==> config.mk <==
export PLATFORM = sky130hd
export DESIGN_NAME = rpn_stack_evaluator_flat
export DESIGN_NICKNAME = d
export VERILOG_FILES = /design/src/sv/rpn_pkg.sv /design/src/sv/rpn_if.sv /design/src/sv/rpn_div.sv /design/src/sv/rpn_dp.sv /design/src/sv/rpn_ctrl.sv /design/src/sv/rpn_stack_evaluator.sv /design/src/flat_wrapper.sv
export VERILOG_INCLUDE_DIRS = /design/src /design/src/sv
export SDC_FILE = /design/constraint.sdc
export NUM_CORES = 2
export LEC_CHECK = 0
export BUFFER_PORTS_ARGS = -buffer_cell sky130_fd_sc_hd__buf_2
export CAP_MARGIN = 20
export CORE_UTILIZATION = 58
export CTS_CLUSTER_SIZE = 14
export DETAILED_ROUTE_END_ITERATION = 8
export PLACE_DENSITY = 0.74
export SKIP_CTS_REPAIR_TIMING = 1
export SLEW_MARGIN = 30
export SYNTH_ARGS = -nofsm -noshare
export SYNTH_HDL_FRONTEND = slang
export SYNTH_SLANG_ARGS = --single-unit
==> constraint.sdc <==
create_clock -name clk_i -period 24 [get_ports clk_i]
set_clock_uncertainty 0.1 [all_clocks]
set_input_delay 3.6 -clock clk_i [delete_from_list [all_inputs] [get_ports clk_i]]
set_output_delay 3.6 -clock clk_i [all_outputs]
set_load 0.02 [all_outputs]
==> src/sv/rpn_stack_evaluator_macros.svh <==
// Assertion macros shared by the RPN stack evaluator RTL.
`ifndef RPN_STACK_EVALUATOR_MACROS_SVH
`define RPN_STACK_EVALUATOR_MACROS_SVH

// Same-cycle implication, sampled on clk_i, off while rst_ni is low.
`define RPN_ASSERT_NOW(label, ante, cons) \
  label: assert property (@(posedge clk_i) disable iff (!rst_ni) (ante) |-> (cons)) \
    else $error("rpn assertion failed");

// Next-cycle implication, sampled on clk_i, off while rst_ni is low.
`define RPN_ASSERT_NEXT(label, ante, cons) \
  label: assert property (@(posedge clk_i) disable iff (!rst_ni) (ante) |=> (cons)) \
    else $error("rpn assertion failed");

`endif

==> src/sv/rpn_pkg.sv <==
// Types, codes and constants of the RPN stack evaluator.
package rpn_pkg;

  localparam int unsigned STACK_DEPTH_DEF = 32;
  localparam int unsigned OP_W            = 3;
  localparam int unsigned LIT_W           = 31;
  localparam int unsigned DATA_W          = 32;
  localparam int unsigned STATUS_W        = 2;
  localparam int unsigned DIV_STEPS       = DATA_W;
  localparam int unsigned DIV_CNT_W       = $clog2(DIV_STEPS + 1);

  typedef enum logic [OP_W-1:0] {
    OP_PUSH   = 3'd0,
    OP_ADD    = 3'd1,
    OP_SUB    = 3'd2,
    OP_MUL    = 3'd3,
    OP_DIV    = 3'd4,
    OP_FINISH = 3'd5
  } op_e;

  typedef enum logic [STATUS_W-1:0] {
    ERR_NONE = 2'd0,
    ERR_FULL = 2'd1,
    ERR_FEW  = 2'd2,
    ERR_DIV0 = 2'd3
  } err_e;

  typedef enum logic [2:0] {
    ST_IDLE,
    ST_DECODE,
    ST_OPER,
    ST_DIVW,
    ST_RESP
  } state_e;

  // Controller to datapath
  typedef struct packed {
    logic capture;
    logic push;
    logic alu_wr;
    logic div_start;
    logic div_wr;
    logic set_err;
    err_e err;
    logic load_out;
    logic finish;
  } cmd_t;

  // Datapath to controller
  typedef struct packed {
    op_e  op;
    err_e err;
    logic full;
    logic few;
    logic b_zero;
    logic div_done;
    logic out_free;
  } sts_t;

endpackage

==> src/sv/rpn_if.sv <==
// Token and result channel interfaces of the RPN stack evaluator.
interface rpn_in_if;
  logic                       valid;
  logic                       ready;
  logic [rpn_pkg::OP_W-1:0]   op;
  logic [rpn_pkg::LIT_W-1:0]  literal;

  modport source (output valid, output op, output literal, input ready);
  modport sink   (input valid, input op, input literal, output ready);
endinterface

interface rpn_out_if;
  logic                          valid;
  logic                          ready;
  logic [rpn_pkg::STATUS_W-1:0]  status;
  logic signed [rpn_pkg::DATA_W-1:0] value;
  logic                          final_res;

  modport source (output valid, output status, output value, output final_res, input ready);
  modport sink   (input valid, input status, input value, input final_res, output ready);
endinterface

==> src/sv/rpn_div.sv <==
// Radix-2 restoring divider, signed operands, truncating quotient.
module rpn_div (
  input  logic                       clk_i,
  input  logic                       rst_ni,
  input  logic                       start_i,
  input  logic [rpn_pkg::DATA_W-1:0] dividend_i,
  input  logic [rpn_pkg::DATA_W-1:0] divisor_i,
  output logic                       done_o,
  output logic [rpn_pkg::DATA_W-1:0] quotient_o
);
  import rpn_pkg::*;

  logic                 busy_q, done_q;
  logic [DIV_CNT_W-1:0] cnt_q;
  logic [DATA_W-1:0]    quo_q, rem_q, mag_b_q;
  logic                 neg_q;
  logic [DATA_W:0]      trial;
  logic                 fits;

  // Shift in one dividend bit and try the subtract
  assign trial = {rem_q, quo_q[DATA_W-1]};
  assign fits  = trial >= {1'b0, mag_b_q};

  // Control: step counter and done pulse
  always_ff @(posedge clk_i or negedge rst_ni) begin
    if (!rst_ni) begin
      busy_q <= 1'b0;
      done_q <= 1'b0;
      cnt_q  <= '0;
    end else begin
      done_q <= 1'b0;
      if (start_i) begin
        busy_q <= 1'b1;
        cnt_q  <= DIV_CNT_W'(DIV_STEPS);
      end else if (busy_q) begin
        cnt_q <= cnt_q - DIV_CNT_W'(1);
        if (cnt_q == DIV_CNT_W'(1)) begin
          busy_q <= 1'b0;
          done_q <= 1'b1;
        end
      end
    end
  end

  // Datapath: take magnitudes on start, then one quotient bit a cycle
  always_ff @(posedge clk_i) begin
    if (start_i) begin
      quo_q   <= dividend_i[DATA_W-1] ? (DATA_W'(0) - dividend_i) : dividend_i;
      mag_b_q <= divisor_i[DATA_W-1] ? (DATA_W'(0) - divisor_i) : divisor_i;
      neg_q   <= dividend_i[DATA_W-1] ^ divisor_i[DATA_W-1];
      rem_q   <= '0;
    end else if (busy_q) begin
      if (fits) begin
        rem_q <= DATA_W'(trial - {1'b0, mag_b_q});
      end else begin
        rem_q <= trial[DATA_W-1:0];
      end
      quo_q <= {quo_q[DATA_W-2:0], fits};
    end
  end

  assign done_o     = done_q;
  assign quotient_o = neg_q ? (DATA_W'(0) - quo_q) : quo_q;

endmodule

==> src/sv/rpn_dp.sv <==
// Datapath: operand stack, top-of-stack register, ALU, divider, result register.
module rpn_dp #(
  parameter int unsigned STACK_DEPTH = rpn_pkg::STACK_DEPTH_DEF
) (
  input  logic                          clk_i,
  input  logic                          rst_ni,
  input  logic [rpn_pkg::OP_W-1:0]      in_op_i,
  input  logic [rpn_pkg::LIT_W-1:0]     in_literal_i,
  input  rpn_pkg::cmd_t                 cmd_i,
  output rpn_pkg::sts_t                 sts_o,
  output logic                          out_valid_o,
  input  logic                          out_ready_i,
  output logic [rpn_pkg::STATUS_W-1:0]  out_status_o,
  output logic [rpn_pkg::DATA_W-1:0]    out_value_o,
  output logic                          out_final_res_o
);
  import rpn_pkg::*;

  localparam int unsigned CntW  = $clog2(STACK_DEPTH + 1);
  localparam int unsigned AddrW = $clog2(STACK_DEPTH);

  logic [OP_W-1:0]   op_q;
  logic [LIT_W-1:0]  lit_q;
  logic [CntW-1:0]   count_q, count_d, cnt_m1, cnt_m2;
  err_e              err_q, err_d;
  logic [DATA_W-1:0] tos_q, tos_d;
  // Entries below the top of stack; the top itself lives in tos_q
  logic [DATA_W-1:0] mem [STACK_DEPTH];
  logic [DATA_W-1:0] rdata_q;
  logic [DATA_W-1:0] alu_r, div_q;
  logic              div_done, empty;
  logic              ov_q;
  err_e              ost_q, ost_d;
  logic [DATA_W-1:0] oval_q, oval_d;
  logic              ofin_q;

  assign cnt_m1 = count_q - CntW'(1);
  assign cnt_m2 = count_q - CntW'(2);
  assign empty  = (count_q == '0);

  // Latch the token on transfer
  always_ff @(posedge clk_i) begin
    if (cmd_i.capture) begin
      op_q  <= in_op_i;
      lit_q <= in_literal_i;
    end
  end

  // Stack memory: spill old top on push, read the second entry every cycle
  always_ff @(posedge clk_i) begin
    if (cmd_i.push && !empty) begin
      mem[cnt_m1[AddrW-1:0]] <= tos_q;
    end
    rdata_q <= mem[cnt_m2[AddrW-1:0]];
  end

  // ALU on second entry (a) and top (b)
  always_comb begin
    case (op_e'(op_q))
      OP_ADD:  alu_r = rdata_q + tos_q;
      OP_SUB:  alu_r = rdata_q - tos_q;
      OP_MUL:  alu_r = rdata_q * tos_q;
      default: alu_r = rdata_q + tos_q;
    endcase
  end

  rpn_div u_div (
    .clk_i      (clk_i),
    .rst_ni     (rst_ni),
    .start_i    (cmd_i.div_start),
    .dividend_i (rdata_q),
    .divisor_i  (tos_q),
    .done_o     (div_done),
    .quotient_o (div_q)
  );

  // Next stack state
  always_comb begin
    count_d = count_q;
    err_d   = err_q;
    tos_d   = tos_q;
    if (cmd_i.push) begin
      tos_d   = {1'b0, lit_q};
      count_d = count_q + CntW'(1);
    end
    if (cmd_i.alu_wr) begin
      tos_d   = alu_r;
      count_d = cnt_m1;
    end
    if (cmd_i.div_wr) begin
      tos_d   = div_q;
      count_d = cnt_m1;
    end
    if (cmd_i.set_err) begin
      err_d = cmd_i.err;
    end
    if (cmd_i.load_out && cmd_i.finish) begin
      count_d = '0;
      err_d   = ERR_NONE;
    end
  end

  always_ff @(posedge clk_i or negedge rst_ni) begin
    if (!rst_ni) begin
      count_q <= '0;
      err_q   <= ERR_NONE;
    end else begin
      count_q <= count_d;
      err_q   <= err_d;
    end
  end

  always_ff @(posedge clk_i) begin
    tos_q <= tos_d;
  end

  // Build the result from the state before the finish clears it
  always_comb begin
    if (cmd_i.finish) begin
      if (err_q != ERR_NONE) begin
        ost_d  = err_q;
        oval_d = '0;
      end else if (empty) begin
        ost_d  = ERR_FEW;
        oval_d = '0;
      end else begin
        ost_d  = ERR_NONE;
        oval_d = tos_q;
      end
    end else begin
      ost_d  = err_q;
      oval_d = empty ? '0 : tos_q;
    end
  end

  // Result register: hold until transfer
  always_ff @(posedge clk_i or negedge rst_ni) begin
    if (!rst_ni) begin
      ov_q <= 1'b0;
    end else if (cmd_i.load_out) begin
      ov_q <= 1'b1;
    end else if (out_ready_i) begin
      ov_q <= 1'b0;
    end
  end

  always_ff @(posedge clk_i) begin
    if (cmd_i.load_out) begin
      ost_q  <= ost_d;
      oval_q <= oval_d;
      ofin_q <= cmd_i.finish;
    end
  end

  assign out_valid_o     = ov_q;
  assign out_status_o    = ost_q;
  assign out_value_o     = oval_q;
  assign out_final_res_o = ofin_q;

  // Status to the controller
  assign sts_o.op       = op_e'(op_q);
  assign sts_o.err      = err_q;
  assign sts_o.full     = (count_q == CntW'(STACK_DEPTH));
  assign sts_o.few      = (count_q < CntW'(2));
  assign sts_o.b_zero   = (tos_q == '0);
  assign sts_o.div_done = div_done;
  assign sts_o.out_free = !ov_q || out_ready_i;

endmodule

==> src/sv/rpn_ctrl.sv <==
// Controller: sequences each token through decode, operate and divide as needed, and respond.
module rpn_ctrl (
  input  logic          clk_i,
  input  logic          rst_ni,
  input  logic          in_valid_i,
  output logic          in_ready_o,
  input  rpn_pkg::sts_t sts_i,
  output rpn_pkg::cmd_t cmd_o
);
  import rpn_pkg::*;

  state_e state_q, state_d;

  always_ff @(posedge clk_i or negedge rst_ni) begin
    if (!rst_ni) begin
      state_q <= ST_IDLE;
    end else begin
      state_q <= state_d;
    end
  end

  // Next state and commands
  always_comb begin
    state_d    = state_q;
    cmd_o      = '0;
    in_ready_o = 1'b0;
    unique case (state_q)
      ST_IDLE: begin
        in_ready_o = 1'b1;
        if (in_valid_i) begin
          cmd_o.capture = 1'b1;
          state_d       = ST_DECODE;
        end
      end
      ST_DECODE: begin
        state_d = ST_RESP;
        if (sts_i.op != OP_FINISH && sts_i.err == ERR_NONE) begin
          unique case (sts_i.op) inside
            OP_PUSH: begin
              if (sts_i.full) begin
                cmd_o.set_err = 1'b1;
                cmd_o.err     = ERR_FULL;
              end else begin
                cmd_o.push = 1'b1;
              end
            end
            OP_ADD, OP_SUB, OP_MUL, OP_DIV: begin
              if (sts_i.few) begin
                cmd_o.set_err = 1'b1;
                cmd_o.err     = ERR_FEW;
              end else begin
                state_d = ST_OPER;
              end
            end
            default: state_d = ST_RESP;
          endcase
        end
      end
      ST_OPER: begin
        if (sts_i.op == OP_DIV) begin
          if (sts_i.b_zero) begin
            cmd_o.set_err = 1'b1;
            cmd_o.err     = ERR_DIV0;
            state_d       = ST_RESP;
          end else begin
            cmd_o.div_start = 1'b1;
            state_d         = ST_DIVW;
          end
        end else begin
          cmd_o.alu_wr = 1'b1;
          state_d      = ST_RESP;
        end
      end
      ST_DIVW: begin
        if (sts_i.div_done) begin
          cmd_o.div_wr = 1'b1;
          state_d      = ST_RESP;
        end
      end
      ST_RESP: begin
        cmd_o.finish = (sts_i.op == OP_FINISH);
        if (sts_i.out_free) begin
          cmd_o.load_out = 1'b1;
          state_d        = ST_IDLE;
        end
      end
      default: state_d = ST_IDLE;
    endcase
  end

endmodule

==> src/sv/rpn_stack_evaluator.sv <==
// Top level of the RPN stack evaluator: controller, datapath and checks.
//
//   channel  dir  fields                        transfer
//   in_i     in   op[2:0] literal[30:0]         valid && ready
//   out_o    out  status[1:0] value[31:0]       valid && ready
//                 final_res
//
// Push, finish, unused codes and decode errors go from decode to respond; add,
// subtract and multiply pass through operate, divide also through the divide wait
// (a zero divisor ends in operate): the divider retires one quotient bit a cycle.
// The stack memory has one read port, used to fetch the second operand.
// Reset clears the count, the error and the control; stack contents stay
// undefined until written, so no clearing pass runs.
// A token is taken while the previous result still waits; the new result
// is held back until the result register is free.
module rpn_stack_evaluator #(
  parameter int unsigned STACK_DEPTH = rpn_pkg::STACK_DEPTH_DEF
) (
  input  logic       clk_i,
  input  logic       rst_ni,
  rpn_in_if.sink     in_i,
  rpn_out_if.source  out_o
);
  import rpn_pkg::*;

`include "rpn_stack_evaluator_macros.svh"

  cmd_t              cmd;
  sts_t              sts;
  logic [DATA_W-1:0] value;

  rpn_ctrl u_ctrl (
    .clk_i      (clk_i),
    .rst_ni     (rst_ni),
    .in_valid_i (in_i.valid),
    .in_ready_o (in_i.ready),
    .sts_i      (sts),
    .cmd_o      (cmd)
  );

  rpn_dp #(
    .STACK_DEPTH (STACK_DEPTH)
  ) u_dp (
    .clk_i           (clk_i),
    .rst_ni          (rst_ni),
    .in_op_i         (in_i.op),
    .in_literal_i    (in_i.literal),
    .cmd_i           (cmd),
    .sts_o           (sts),
    .out_valid_o     (out_o.valid),
    .out_ready_i     (out_o.ready),
    .out_status_o    (out_o.status),
    .out_value_o     (value),
    .out_final_res_o (out_o.final_res)
  );

  assign out_o.value = $signed(value);

  // Checks on controller decisions against datapath status
  `RPN_ASSERT_NOW(a_push_not_full, cmd.push, !sts.full)
  `RPN_ASSERT_NOW(a_pop_has_two, cmd.alu_wr || cmd.div_wr || cmd.div_start, !sts.few)
  `RPN_ASSERT_NOW(a_div_nonzero, cmd.div_start, !sts.b_zero)
  `RPN_ASSERT_NOW(a_load_when_free, cmd.load_out, sts.out_free)
  `RPN_ASSERT_NEXT(a_one_token, in_i.valid && in_i.ready, !in_i.ready)

endmodule
==> src/flat_wrapper.sv <==
// flat-port wrapper written by rule: the top's interface ports become plain ports
module rpn_stack_evaluator_flat import rpn_pkg::*;
#(
  parameter int unsigned STACK_DEPTH = rpn_pkg::STACK_DEPTH_DEF
)
  (clk_i, rst_ni, in_i_valid, in_i_op, in_i_literal, in_i_ready, out_o_valid, out_o_status, out_o_value, out_o_final_res, out_o_ready);
  rpn_in_if in_i_i ();
  rpn_out_if out_o_i ();
  input  logic clk_i;
  input  logic rst_ni;
  input wire logic [$bits(in_i_i.valid)-1:0] in_i_valid;
  input wire logic [$bits(in_i_i.op)-1:0] in_i_op;
  input wire logic [$bits(in_i_i.literal)-1:0] in_i_literal;
  output wire logic [$bits(in_i_i.ready)-1:0] in_i_ready;
  output wire logic [$bits(out_o_i.valid)-1:0] out_o_valid;
  output wire logic [$bits(out_o_i.status)-1:0] out_o_status;
  output wire logic [$bits(out_o_i.value)-1:0] out_o_value;
  output wire logic [$bits(out_o_i.final_res)-1:0] out_o_final_res;
  input wire logic [$bits(out_o_i.ready)-1:0] out_o_ready;
  assign in_i_i.valid = in_i_valid;
  assign in_i_i.op = in_i_op;
  assign in_i_i.literal = in_i_literal;
  assign in_i_ready = in_i_i.ready;
  assign out_o_valid = out_o_i.valid;
  assign out_o_status = out_o_i.status;
  assign out_o_value = out_o_i.value;
  assign out_o_final_res = out_o_i.final_res;
  assign out_o_i.ready = out_o_ready;
  rpn_stack_evaluator #(.STACK_DEPTH(STACK_DEPTH)) u_core (.clk_i(clk_i), .rst_ni(rst_ni), .in_i(in_i_i), .out_o(out_o_i));
endmodule
==> impl_metrics.csv <==
group,metric,value,unit
worst_hold_path,worstHoldStart,"u_core.u_dp.u_div.rem_q[6]",
synthesis,yosys.area.top_type_share,51.2,%
sta,maxSlewViolCount,0,
placement,port_buffers,74,
floorplanning,die_h,349,µm
finish,register_area,0.0375,mm²
floorplanning,ios,75,
synthesis,synth_compound_area_share,4.70,%
global_routing,grt_pass1_vias,44100,
placement,gp_congestion,0.954,
clock_tree,clock-sinks,1274,
worst_setup_path,crit_arrival,8.46,ns
synthesis,synthXorXnorAreaFrac,3.16,%
worst_setup_path,r2r_start,"u_core.u_dp.tos_q[5]",
worst_setup_path,start_kind,"register",
placement,dp_hpwl,113000,µm
worst_setup_path,rr_worst_depth,25,
sta,setup_viol,0,
synthesis,synth_cell_type_count,75,
synthesis,synthMuxAreaShare,11.0,%
sta,max_slew_margin,30.6,%
clock_tree,cts_made_buffers,130,
synthesis,yosys.area_share.adder,15.3,%
synthesis,synth_edf_count,1190,
clock_tree,htreeDepth,4,
detailed_routing,viasPerCell,6.49,
worst_setup_path,slowest_stage,"buf_4",
synthesis,ys_ff_latch,1274,
global_routing,grt_max_degree,144,
worst_setup_path,cp_common_cell,"fa_1",
floorplanning,start_util,58.8,%
synthesis,synth_top_area_cell,"edfxtp_1",
floorplanning,rows,126,
finish,area_growth_syn_to_layout,9.77,%
finish,multi_input_area,0.0299,mm²
sta,period_share,33.6,%
worst_setup_path,max_stage_delay,0.58,ns
sta,worstMarginPinSlew,1.04,ns
synthesis,synth_top_family_by_area,"adder cells",
run_status,outcome,"finished, final reports clean",
floorplanning,core_area,0.119,mm²
synthesis,synthArstFlopShare,1.57,%
clock_tree,cts_tree,"built",
synthesis,ys_top_cells_by_area,"edfxtp_1 51%, fa_1 12%, mux4_2 10%",
clock_tree,path_clk_slew,0.07,ns
sta,setup_tns,0,ns
worst_setup_path,crit_required,24.39,ns
detailed_routing,routedWlPerCell,29.7,µm
global_routing,antenna_found_initial,11,
synthesis,syn_nets,5527,
synthesis,synth-simple-area-share,8.14,%
finish,fillers,8138,
worst_hold_path,hold_class,"register to register",
clock_tree,clock-root-buffer,"clkbuf_16",
sta,hold_viol,0,
sta,max_freq,0.124,GHz
worst_setup_path,cp_max_fo,64,
worst_setup_path,worstSetupEndpointType,"register",
clock_tree,insertion_delay,0.77,ns
worst_setup_path,path_class,"register to register",
detailed_routing,drcViolationCount,0,
finish,drive_gt1_share,15.8,%
sta,rsz0062_at_grt,"false",
synthesis,netlist_area,0.0698,mm²
global_routing,grt_overflow,0,
worst_hold_path,min_path_cells,2,
finish,final_nets,5574,
global_routing,grt.total_usage,33.1,%
synthesis,synth_ff_type,"edfxtp_1",
detailed_routing,ant_nets,0,
worst_setup_path,startpoint,"u_core.u_dp.tos_q[5]",
detailed_routing,drtIter0Drc,5413,
floorplanning,die_area,0.122,mm²
clock_tree,clock_path_buffers,3,
synthesis,syn_avg_cell_area,14.3,µm²
sta,fin_crit,8.07,ns
detailed_routing,wirelength,197000,µm
detailed_routing,drt_first_pass_iters,5,
global_routing,grt_pass1_wl,290000,µm
floorplanning,dieWidth,349,µm
synthesis,yosysWarnings,0,
synthesis,ys_seq_area_share,53.7,%
detailed_routing,vias,43100,
synthesis,netlist_instances,4879,
job,max_cap_viol_count,0,
## layout by cell type, fill, tap and decap left out, drive strengths merged, types with 43 or more instances in the layout
cell,Yosys,routed
nand3,45,45
dfxtp,64,64
a21oi,91,91
fa,410,410
nor2,140,140
clkbuf,249,163
inv,444,451
clkinv,0,51
xor2,102,102
o31ai,43,43
and2,342,342
buf,32,195
ha,200,200
o21ai,157,157
edfxtp,1190,1190
nand2,428,428
xnor2,150,150
mux4,320,320
## stage by stage
stage	hold slack [ns]	cells	util (%)	worst slack, ns	instance area (µm²)
floorplan	0.361	4879	-	16.23	69800
global placement	0.380	6391	61.0	16.18	72400
detailed placement	0.385	6391	61.0	16.04	72400
CTS	0.394	6623	64.5	15.98	76600
global route	0.418	6626	64.6	15.51	76600
finish	0.389	6633	64.6	15.93	76700
## cells in the mapped netlist, types with 10 or more instances
cell / count
and3_1: 11
o31ai_1: 43
buf_1: 31
o21a_1: 12
or3_1: 31
mux2_2: 34
clkbuf_1: 249
o21ai_0: 155
a31oi_1: 39
a21o_1: 34
a211oi_1: 24
nor2b_1: 14
mux4_2: 320
xnor2_1: 150
nor4_1: 10
or4_1: 16
fa_1: 410
nand2_1: 428
xor2_1: 102
a22oi_1: 13
nand3_1: 45
a21oi_1: 91
ha_1: 200
and2_1: 342
dfrtp_1: 20
nor2_1: 140
o211ai_1: 12
mux2i_1: 12
nand2b_1: 22
dfxtp_1: 64
nor3_1: 36
o21bai_1: 10
edfxtp_1: 1190
inv_1: 444
## logic make-up (layout without fill, tap and decap cells)
kind of cell	Yosys count	after routing
DFF	1274	1274
and+or+nand+nor	1140	1140
buffers and inverters	725	872
adders and majority gates	610	610
AOI/OAI and AO/OA	512	512
muxes	366	366
xor gates and xnor gates	252	252
other	0	7
## cell type report
class                           count  area share (%)
Sequential cell                  1274            48.9
Multi-Input combinational cell   2880            39.0
Clock buffer                      162            4.45
Tap cell                         1600            2.61
Inverter                          444            2.17
Timing Repair Buffer              196            1.76
Clock inverter                     70            1.01
Antenna cell                        7          0.0229
## path summary, 6_finish.rpt
kind / end / slack (ns)
hold / removal: u_core.u_dp.u_div.rem_q[7] / 0.39
setup / recovery: u_core.u_dp.tos_q[31] / 15.93
hold reg to reg: u_core.u_dp.u_div.rem_q[7] / 0.39
max in group asynchronous: u_core.u_dp.count_q[1] / 20.52
min in group asynchronous: u_core.u_dp.err_q[1] / 2.77
setup reg to reg: u_core.u_dp.tos_q[31] / 15.93
## flip-flops by register name (all words and copies together), names as in the netlist, 2 cells and up
signal / cells
u_core.u_ctrl.state_q: 3
u_core.u_dp.count_q: 6
u_core.u_dp.err_q: 2
u_core.u_dp.lit_q: 31
u_core.u_dp.mem: 1024
u_core.u_dp.op_q: 3
u_core.u_dp.out_status_o: 2
u_core.u_dp.out_value_o: 32
u_core.u_dp.rdata_q: 32
u_core.u_dp.tos_q: 32
u_core.u_dp.u_div.cnt_q: 6
u_core.u_dp.u_div.mag_b_q: 32
u_core.u_dp.u_div.quo_q: 32
u_core.u_dp.u_div.rem_q: 32
## layer usage
metal | global-route usage [%] | wire length (µm) | vias up
met5 | 0 | 13 | -
met2 | 51.9 | 92000 | 2909
li1 | - | - | 17600
met3 | 7.91 | 22600 | 579
met1 | 44.1 | 72800 | 22000
met4 | 15.0 | 9790 | 2
## worst max-delay path, delay by kind of cell, from the launching register on
family / cells / cell delay [ns]
adders and majority gates: 9 / 4.23
AOI/OAI and AO/OA: 8 / 1.63
buffers and inverters: 5 / 0.80
and+or+nand+nor: 2 / 0.39
DFF: 1 / 0.36
xor gates and xnor gates: 1 / 0.19
Power is not shown: default switching activity piles up to over one toggle a cycle in this logic, so the estimate is an artifact.
